`src/x86alu_pkg.sv`:
```
// Shared opcodes, width codes, controller/datapath interface types and helpers.
package x86alu_pkg;

	localparam logic [3:0] OP_ADD        = 4'd0;
	localparam logic [3:0] OP_SUB        = 4'd1;
	localparam logic [3:0] OP_CMP        = 4'd2;
	localparam logic [3:0] OP_ADC        = 4'd3;
	localparam logic [3:0] OP_SBB        = 4'd4;
	localparam logic [3:0] OP_DEC        = 4'd5;
	localparam logic [3:0] OP_MUL        = 4'd6;
	localparam logic [3:0] OP_IMUL1      = 4'd7;
	localparam logic [3:0] OP_IMUL_TRUNC = 4'd8;
	localparam logic [3:0] OP_DIV        = 4'd9;
	localparam logic [3:0] OP_IDIV       = 4'd10;

	localparam logic [1:0] WC_BYTE = 2'd0;
	localparam logic [1:0] WC_WORD = 2'd1;

	localparam int IN_BITS  = 136;
	localparam int OUT_BITS = 104;

	// Commands from the controller to the datapath.
	typedef struct packed {
		logic load;
		logic prep;
		logic step;
		logic finish;
	} dp_cmd_t;

	// Status from the datapath to the controller.
	typedef struct packed {
		logic div_go;
		logic last_step;
		logic out_free;
	} dp_status_t;

	// Mask of the operand width; width code three acts as doubleword.
	function automatic logic [31:0] width_mask(input logic [1:0] wc);
		case (wc)
			WC_BYTE: width_mask = 32'h0000_00ff;
			WC_WORD: width_mask = 32'h0000_ffff;
			default: width_mask = 32'hffff_ffff;
		endcase
	endfunction

	// Sign bit of a value at the operand width.
	function automatic logic width_msb(input logic [31:0] v, input logic [1:0] wc);
		case (wc)
			WC_BYTE: width_msb = v[7];
			WC_WORD: width_msb = v[15];
			default: width_msb = v[31];
		endcase
	endfunction

	// Sign-extend a value of the operand width to 33 bits.
	function automatic logic [32:0] sext33(input logic [31:0] v, input logic [1:0] wc);
		case (wc)
			WC_BYTE: sext33 = {{25{v[7]}}, v[7:0]};
			WC_WORD: sext33 = {{17{v[15]}}, v[15:0]};
			default: sext33 = {v[31], v};
		endcase
	endfunction

endpackage

```
`src/x86_integer_alu_with_flags_top.sv`:
```
// Sequence: the input beat is loaded in idle and the operands are prepared; a good divide then runs
// its restoring steps, and the finish state registers the result beat. Other operations go straight to finish.
// One instruction in flight; the next input beat is taken only once the controller is back in idle
// (a good divide runs one restoring step per quotient bit).
// A new beat is taken while a result waits; a stalled result holds the next one at finish.
// Reset (arst_n low) clears CF, OF, SF, ZF, the controller and the output valid.
module x86_integer_alu_with_flags_top
	import x86alu_pkg::*;
(
	input  logic                clk,
	input  logic                arst_n,
	input  logic                s_tvalid,
	output logic                s_tready,
	// opcode, width_code, dest_value, src_value, acc_low, acc_high
	input  logic [IN_BITS-1:0]  s_tdata,
	output logic                m_tvalid,
	input  logic                m_tready,
	// dest_result, dest_write, acc_low_result, acc_high_result, acc_write,
	// carry_flag, overflow_flag, sign_flag, zero_flag, divide_error
	output logic [OUT_BITS-1:0] m_tdata
);

	dp_cmd_t    cmd;
	dp_status_t status;
	logic       in_fire;

	assign in_fire = s_tvalid && s_tready;

	x86alu_ctrl u_ctrl (
		.clk      (clk),
		.arst_n   (arst_n),
		.in_fire  (in_fire),
		.status   (status),
		.in_ready (s_tready),
		.cmd      (cmd)
	);

	x86alu_dp u_dp (
		.clk       (clk),
		.arst_n    (arst_n),
		.cmd       (cmd),
		.in_data   (s_tdata),
		.out_ready (m_tready),
		.status    (status),
		.out_valid (m_tvalid),
		.out_data  (m_tdata)
	);

endmodule

```
`src/x86alu_ctrl.sv`:
```
// Controller state machine: accept, prepare, divide steps, finish.
module x86alu_ctrl
	import x86alu_pkg::*;
(
	input  logic       clk,
	input  logic       arst_n,
	input  logic       in_fire,
	input  dp_status_t status,
	output logic       in_ready,
	output dp_cmd_t    cmd
);

	typedef enum logic [1:0] {ST_IDLE, ST_PREP, ST_STEP, ST_FIN} state_t;

	state_t state_q;

	// Advance state.
	always_ff @(posedge clk or negedge arst_n) begin
		if (!arst_n) begin
			state_q <= ST_IDLE;
		end else begin
			case (state_q)
				ST_IDLE: if (in_fire) state_q <= ST_PREP;
				ST_PREP: state_q <= status.div_go ? ST_STEP : ST_FIN;
				ST_STEP: if (status.last_step) state_q <= ST_FIN;
				ST_FIN:  if (status.out_free) state_q <= ST_IDLE;
				default: state_q <= ST_IDLE;
			endcase
		end
	end

	// Decode commands.
	always_comb begin
		in_ready   = (state_q == ST_IDLE);
		cmd.load   = in_fire;
		cmd.prep   = (state_q == ST_PREP);
		cmd.step   = (state_q == ST_STEP);
		cmd.finish = (state_q == ST_FIN) && status.out_free;
	end

endmodule

```
`src/x86alu_dp.sv`:
```
// Datapath: operand registers, adder, multiplier, restoring divider, flags, result register.
module x86alu_dp
	import x86alu_pkg::*;
(
	input  logic                clk,
	input  logic                arst_n,
	input  dp_cmd_t             cmd,
	input  logic [IN_BITS-1:0]  in_data,
	input  logic                out_ready,
	output dp_status_t          status,
	output logic                out_valid,
	output logic [OUT_BITS-1:0] out_data
);

	logic [3:0]  op_q;
	logic [1:0]  wc_q;
	logic [31:0] a_q, b_q, eax_q, edx_q;
	logic [31:0] rem_q, lo_q, quo_q, dm_q;
	logic [63:0] prod_q;
	logic        dneg_q, sneg_q, err_q;
	logic [5:0]  cnt_q;
	logic        cf_q, of_q, sf_q, zf_q;
	logic        out_valid_q;
	logic [OUT_BITS-1:0] out_q;

	// Prepare: divide magnitudes and alignment, multiplier operands.
	logic        is_div, sdiv, dneg, sneg, div_err0;
	logic [31:0] m, dm, hi, lo;
	logic [63:0] dvd, dvd_mag, m2;
	logic [32:0] mx, my;
	logic [65:0] prod;
	always_comb begin
		m    = width_mask(wc_q);
		is_div = (op_q == OP_DIV) || (op_q == OP_IDIV);
		sdiv = (op_q == OP_IDIV);
		case (wc_q)
			WC_BYTE: begin
				dvd  = {48'b0, eax_q[15:0]};
				m2   = 64'h0000_0000_0000_ffff;
				dneg = sdiv && eax_q[15];
			end
			WC_WORD: begin
				dvd  = {32'b0, edx_q[15:0], eax_q[15:0]};
				m2   = 64'h0000_0000_ffff_ffff;
				dneg = sdiv && edx_q[15];
			end
			default: begin
				dvd  = {edx_q, eax_q};
				m2   = 64'hffff_ffff_ffff_ffff;
				dneg = sdiv && edx_q[31];
			end
		endcase
		dvd_mag = dneg ? ((~dvd + 64'd1) & m2) : dvd;
		sneg = sdiv && width_msb(a_q, wc_q);
		dm   = sneg ? ((~a_q + 32'd1) & m) : a_q;
		case (wc_q)
			WC_BYTE: begin
				hi = {24'b0, dvd_mag[15:8]};
				lo = {dvd_mag[7:0], 24'b0};
			end
			WC_WORD: begin
				hi = {16'b0, dvd_mag[31:16]};
				lo = {dvd_mag[15:0], 16'b0};
			end
			default: begin
				hi = dvd_mag[63:32];
				lo = dvd_mag[31:0];
			end
		endcase
		div_err0 = (dm == 32'd0) || (hi >= dm);
		case (op_q)
			OP_MUL: begin
				mx = {1'b0, eax_q & m};
				my = {1'b0, a_q};
			end
			OP_IMUL1: begin
				mx = sext33(eax_q & m, wc_q);
				my = sext33(a_q, wc_q);
			end
			default: begin
				mx = sext33(a_q, wc_q);
				my = sext33(b_q, wc_q);
			end
		endcase
		prod = $signed(mx) * $signed(my);
	end

	// One restoring divide step.
	logic [32:0] trial;
	logic        ge;
	logic [32:0] diff;
	always_comb begin
		trial = {rem_q, lo_q[31]};
		ge    = trial >= {1'b0, dm_q};
		diff  = trial - {1'b0, dm_q};
	end

	// Finish: results and flags.
	logic [31:0] fm, bb, r, dres, lres, hres, half, qv, rv;
	logic [32:0] sum, dif;
	logic        c, ncf, nof, nsf, nzf, dw, aw, err, qneg, iovf, upd;
	always_comb begin
		fm   = width_mask(wc_q);
		c    = ((op_q == OP_ADC) || (op_q == OP_SBB)) ? cf_q : 1'b0;
		bb   = (op_q == OP_DEC) ? 32'd1 : b_q;
		sum  = {1'b0, a_q} + {1'b0, bb} + {32'b0, c};
		dif  = {1'b0, a_q} - {1'b0, bb} - {32'b0, c};
		r    = 32'd0;
		dres = 32'd0;
		lres = 32'd0;
		hres = 32'd0;
		dw   = 1'b0;
		aw   = 1'b0;
		err  = 1'b0;
		upd  = 1'b0;
		ncf  = cf_q;
		nof  = of_q;
		nsf  = sf_q;
		nzf  = zf_q;
		qneg = dneg_q ^ sneg_q;
		case (wc_q)
			WC_BYTE: half = 32'h0000_0080;
			WC_WORD: half = 32'h0000_8000;
			default: half = 32'h8000_0000;
		endcase
		iovf = qneg ? (quo_q > half) : (quo_q >= half);
		qv   = (qneg ? (~quo_q + 32'd1) : quo_q) & fm;
		rv   = (dneg_q ? (~rem_q + 32'd1) : rem_q) & fm;
		case (op_q)
			OP_ADD, OP_ADC: begin
				r   = sum[31:0] & fm;
				upd = 1'b1;
				case (wc_q)
					WC_BYTE: ncf = sum[8];
					WC_WORD: ncf = sum[16];
					default: ncf = sum[32];
				endcase
				nof = width_msb(~(a_q ^ bb) & (a_q ^ r), wc_q);
			end
			OP_SUB, OP_CMP, OP_SBB, OP_DEC: begin
				r   = dif[31:0] & fm;
				upd = 1'b1;
				if (op_q != OP_DEC) ncf = dif[32];
				nof = width_msb((a_q ^ bb) & (a_q ^ r), wc_q);
			end
			OP_MUL, OP_IMUL1: begin
				aw = 1'b1;
				case (wc_q)
					WC_BYTE: begin
						lres = {eax_q[31:16], prod_q[15:0]};
						hres = edx_q;
					end
					WC_WORD: begin
						lres = {eax_q[31:16], prod_q[15:0]};
						hres = {edx_q[31:16], prod_q[31:16]};
					end
					default: begin
						lres = prod_q[31:0];
						hres = prod_q[63:32];
					end
				endcase
			end
			OP_IMUL_TRUNC: begin
				dres = prod_q[31:0] & fm;
				dw   = 1'b1;
			end
			OP_DIV, OP_IDIV: begin
				err = err_q || ((op_q == OP_IDIV) && iovf);
				if (!err) begin
					aw = 1'b1;
					case (wc_q)
						WC_BYTE: begin
							lres = {eax_q[31:16], rv[7:0], qv[7:0]};
							hres = edx_q;
						end
						WC_WORD: begin
							lres = {eax_q[31:16], qv[15:0]};
							hres = {edx_q[31:16], rv[15:0]};
						end
						default: begin
							lres = qv;
							hres = rv;
						end
					endcase
				end
			end
			default: begin
				upd = 1'b0;
			end
		endcase
		if (upd) begin
			nsf = width_msb(r, wc_q);
			nzf = (r == 32'd0);
			if (op_q != OP_CMP) begin
				dres = r;
				dw   = 1'b1;
			end
		end
	end

	// Hold operands, divider state, product and the result beat.
	always_ff @(posedge clk) begin
		if (cmd.load) begin
			op_q  <= in_data[3:0];
			wc_q  <= in_data[5:4];
			a_q   <= in_data[37:6] & width_mask(in_data[5:4]);
			b_q   <= in_data[69:38] & width_mask(in_data[5:4]);
			eax_q <= in_data[101:70];
			edx_q <= in_data[133:102];
		end
		if (cmd.prep) begin
			rem_q  <= hi;
			lo_q   <= lo;
			dm_q   <= dm;
			quo_q  <= 32'd0;
			dneg_q <= dneg;
			sneg_q <= sneg;
			err_q  <= is_div && div_err0;
			prod_q <= prod[63:0];
			case (wc_q)
				WC_BYTE: cnt_q <= 6'd8;
				WC_WORD: cnt_q <= 6'd16;
				default: cnt_q <= 6'd32;
			endcase
		end
		if (cmd.step) begin
			rem_q <= ge ? diff[31:0] : trial[31:0];
			lo_q  <= {lo_q[30:0], 1'b0};
			quo_q <= {quo_q[30:0], ge};
			cnt_q <= cnt_q - 6'd1;
		end
		if (cmd.finish) begin
			out_q <= {1'b0, err, nzf, nsf, nof, ncf, aw, hres, lres, dw, dres};
		end
	end

	// Update flags and output beat valid.
	always_ff @(posedge clk or negedge arst_n) begin
		if (!arst_n) begin
			cf_q        <= 1'b0;
			of_q        <= 1'b0;
			sf_q        <= 1'b0;
			zf_q        <= 1'b0;
			out_valid_q <= 1'b0;
		end else begin
			if (cmd.finish) begin
				cf_q        <= ncf;
				of_q        <= nof;
				sf_q        <= nsf;
				zf_q        <= nzf;
				out_valid_q <= 1'b1;
			end else if (out_ready) begin
				out_valid_q <= 1'b0;
			end
		end
	end

	assign status.div_go    = is_div && !div_err0;
	assign status.last_step = (cnt_q == 6'd1);
	assign status.out_free  = !out_valid_q || out_ready;
	assign out_valid        = out_valid_q;
	assign out_data         = out_q;

endmodule
```
`config.mk`:
```
export PLATFORM = sky130hd
export DESIGN_NAME = x86_integer_alu_with_flags_top
export DESIGN_NICKNAME = d
export VERILOG_FILES = /design/src/x86alu_pkg.sv /design/src/x86_integer_alu_with_flags_top.sv /design/src/x86alu_ctrl.sv /design/src/x86alu_dp.sv
export SDC_FILE = /design/constraint.sdc
export NUM_CORES = 2
export LEC_CHECK = 0
export BUFFER_PORTS_ARGS = -buffer_cell sky130_fd_sc_hd__buf_4
export CAP_MARGIN = 10
export CELL_PAD_IN_SITES_DETAIL_PLACEMENT = 1
export CELL_PAD_IN_SITES_GLOBAL_PLACEMENT = 2
export CORE_MARGIN = 3
export CORE_UTILIZATION = 30
export CTS_BUF_LIST = sky130_fd_sc_hd__clkbuf_16
export DETAILED_ROUTE_END_ITERATION = 10
export PLACE_DENSITY_LB_ADDON = 0.3
export SYNTH_ARGS = -nofsm -noshare
export SYNTH_HDL_FRONTEND = slang
export SYNTH_HIERARCHICAL = 1
export SYNTH_SLANG_ARGS = --single-unit
```
`constraint.sdc`:
```
create_clock -name clk -period 11.4 [get_ports clk]
set_clock_uncertainty 0.2 [all_clocks]
set_input_delay 2.28 -clock clk [delete_from_list [all_inputs] [get_ports clk]]
set_output_delay 2.28 -clock clk [all_outputs]
set_load 0.05 [all_outputs]
```
==> metrics <==
Final Non-Filler Cells 10700; final setup fails 0; number of cell rows 173; Register-to-Register Path Depth 32; syn avg cell area 9.08 sq um; P&R area growth vs syn 12.4%; Final Hold Violating Endpoints 0; Async S/R FF share, synth 0.0157; number of synthesized flops with an enable pin 437; core area 0.223 sq mm; cell family with most CP delay adder cells; first-pass GRT wire length 420000 um; Startpoint Class register; CTS clk-pin slew, worst paths 0.08 ns; Crit path largest cell delay 0.64 ns; wire per inst 27.4 um; outcome finished clean; FF-to-FF setup slack 0.45 ns; Arr. time, crit path 11.13 ns; gr ovfl total 0; # port buffers 242; vias in the first global route 59400; Post-route DRC 0; largest net degree at the start of global routing 78; initial core utilization 0.303; Total GRT Usage 0.250; CTS tree yes; mapped cell area 0.0676 sq mm; die height 481 um; Final Max Tran Viols 0; Die Width 481 um; reg2reg end u_dp/prod_q[63]$_DFFE_PP_; Final ANT Viol Nets 0; Area after DPL 0.0740 sq mm; Placed Cells 10500; initial antenna violation count 14; CTS H-Tree Depth 2; Die Area 0.231 sq mm; number of synthesized register bits 445; design area 0.0759 sq mm; Top cell by count, worst path fa_1; GP Congestion 0.922; slew margin rel. 0.113; synthesized net count 9095; Max Cap Viol 0; highest clock rate 91.3 MHz; Top FF cell, synth edfxtp_1; hold buffers post-CTS 0; crit path buf inv count 7; hpwl dp 243000 um; Distinct cells, synth 103; share of cells above drive strength 1 0.0927; cell count after synthesis 7443; Setup crit end kind register; Setup CP Type register to register; Clock Tree Root clkbuf_16; clock sinks 445; warnings from Yosys 6; IO Count 246; clk buf depth 3; Min-Delay Path Depth 2; cts bufs inserted 50; final WL 292000 um; HP Start u_dp/lo_q[0]$_SDFFE_PP0P_; worst-margin pin slew 1.31 ns; Detailed Route Iter0 Violations 3868; Final Cycle Share 0.960; worst r2r src u_dp/op_q[1]$_DFFE_PP_; minimum clock period 10.95 ns; slowest CP cell a211oi_4; critical path required time 11.58 ns; Hold Crit Class register to register; sequential element share of the synthesized area 0.197; via count 55200; RSZ-0062 raised after global routing true; nets 9276; Worst Hold Path EP u_dp/lo_q[0]$_SDFFE_PP0P_; CP max FO 22; Detailed Routing Iterations Pass 1 5; setup_tns 0 ns; worst skew pair latency 0.68 ns; vias per inst 5.19
-- cell usage after synthesis (16+ instances only) --
cell type / number / area share
a21o_1: 81 / 0.0090
o211ai_1: 23 / 0.0026
nor4_1: 26 / 0.0024
and2_1: 105 / 0.0097
a221oi_1: 23 / 0.0030
o21ai_0: 301 / 0.022
a31oi_1: 22 / 0.0020
fa_1: 1130 / 0.33
nand2b_1: 41 / 0.0038
nor2_1: 715 / 0.040
nor2b_1: 76 / 0.0070
nand4_1: 35 / 0.0032
o21bai_1: 21 / 0.0023
nor3_1: 75 / 0.0056
o22ai_1: 36 / 0.0033
a211oi_1: 34 / 0.0038
a22o_1: 44 / 0.0057
edfxtp_1: 437 / 0.19
or2_2: 22 / 0.0020
o31ai_1: 46 / 0.0051
clkbuf_1: 339 / 0.019
nand3_1: 51 / 0.0038
a221o_1: 20 / 0.0030
buf_1: 32 / 0.0018
xnor2_1: 166 / 0.022
a22oi_1: 32 / 0.0036
inv_1: 1375 / 0.076
or3_1: 48 / 0.0044
nand2_1: 966 / 0.054
or4_1: 16 / 0.0018
mux2i_1: 44 / 0.0065
a21oi_1: 299 / 0.022
o21a_1: 41 / 0.0046
xor2_1: 121 / 0.016
ha_1: 382 / 0.071
-- final cells by class --
type,instances,area [sq um]
fillers,25700,147000
repair buffers,509,3940
flip-flops and latches,445,13300
clock inverters,43,454
multi-input cells,5240,48000
clock buffers,51,1280
diodes,9,22.5
well taps,2975,3720
inverters,1378,5180
-- registers in the layout (all words and copies together), names as in the netlist, 2 cells and up --
signal and count:
u_dp/b_q 32, u_dp/edx_q 32, u_dp/dm_q 32, u_dp/quo_q 32, u_dp/a_q 32, u_dp/wc_q 2
u_dp/prod_q 64, u_dp/op_q 4, u_dp/cnt_q 6, u_dp/out_data 103, u_dp/lo_q 32, u_dp/rem_q 32
u_ctrl/state_q 2, u_dp/eax_q 32
-- stage by stage --
stage	hold slack [ns]	util	worst slack, ns
after global placement	0.240	0.332	-0.509
after floorplan	0.229	-	1.37
final	0.265	0.340	0.450
after detailed placement	0.251	0.332	-0.557
after global routing	0.300	0.340	-0.0253
after CTS	0.262	0.340	0.0388
-- cell families after synthesis --
kind of cell             Yosys count  synth area share
XOR/XNOR                         289            0.0378
buffers and inverters           1758            0.0979
other                              1         0.0000555
AO/OA/AOI/OAI                   1152             0.109
flip-flops                       445             0.197
adder cells (fa/ha/maj)         1512             0.406
AND/OR/NAND/NOR                 2233             0.144
multiplexers                      53           0.00807
-- worst max path at each step --
stage / startpoint / slack [ns] / depth (start not counted) / to
2_1_floorplan: u_dp/op_q[3]$_DFFE_PP_ / 1.37 / 41 / u_dp/prod_q[63]$_DFFE_PP_
3_3_place_gp: u_dp/op_q[2]$_DFFE_PP_ / -0.51 / 39 / u_dp/prod_q[62]$_DFFE_PP_
3_5_place_dp: u_dp/op_q[2]$_DFFE_PP_ / -0.56 / 39 / u_dp/prod_q[62]$_DFFE_PP_
4_1_cts: u_dp/op_q[2]$_DFFE_PP_ / 0.04 / 39 / u_dp/prod_q[62]$_DFFE_PP_
5_1_grt: u_dp/wc_q[1]$_DFFE_PP_ / -0.03 / 31 / u_dp/prod_q[63]$_DFFE_PP_
6_report: u_dp/op_q[1]$_DFFE_PP_ / 0.45 / 32 / u_dp/prod_q[63]$_DFFE_PP_
-- cells in the final DEF (no fill, tap or decap), types with 40 or more instances in the layout --
master        n
inv_1      1381
fa_1       1130
nand2_1     965
nor2_1      713
buf_4       496
edfxtp_1    437
ha_1        380
o21ai_0     300
a21oi_1     291
xnor2_1     166
xor2_1      121
and2_1      104
a21o_1       81
nor2b_1      74
nor3_1       74
clkbuf_16    51
nand3_1      50
or3_1        48
o31ai_1      46
mux2i_1      44
a22o_1       44
nand2b_1     41
o21a_1       40
-- tightest hold or removal path: stages (launching register included) --
cell	delay [ns]
dfxtp_1	0.31
inv_1	0.05
o22ai_1	0.05
-- timing repair --
item / in CTS / in global routing
pin swaps: 0 / 1
setup buffers: 0 / 1
endpoints found under the hold margin: 0 / 0
resized for setup: 7 / 21
endpoints found under the setup margin: 7 / 10
-- per-layer routing --
layer	vias to the layer above	track usage	part of all wire
met3	430	0.0257	0.052
met2	1708	0.410	0.47
li1	24000	-	-
met1	29100	0.334	0.43
met5	-	0	0.000096
met4	6	0.114	0.054
Power is not shown: default switching activity piles up to over one toggle a cycle in this logic, so the estimate is an artifact.
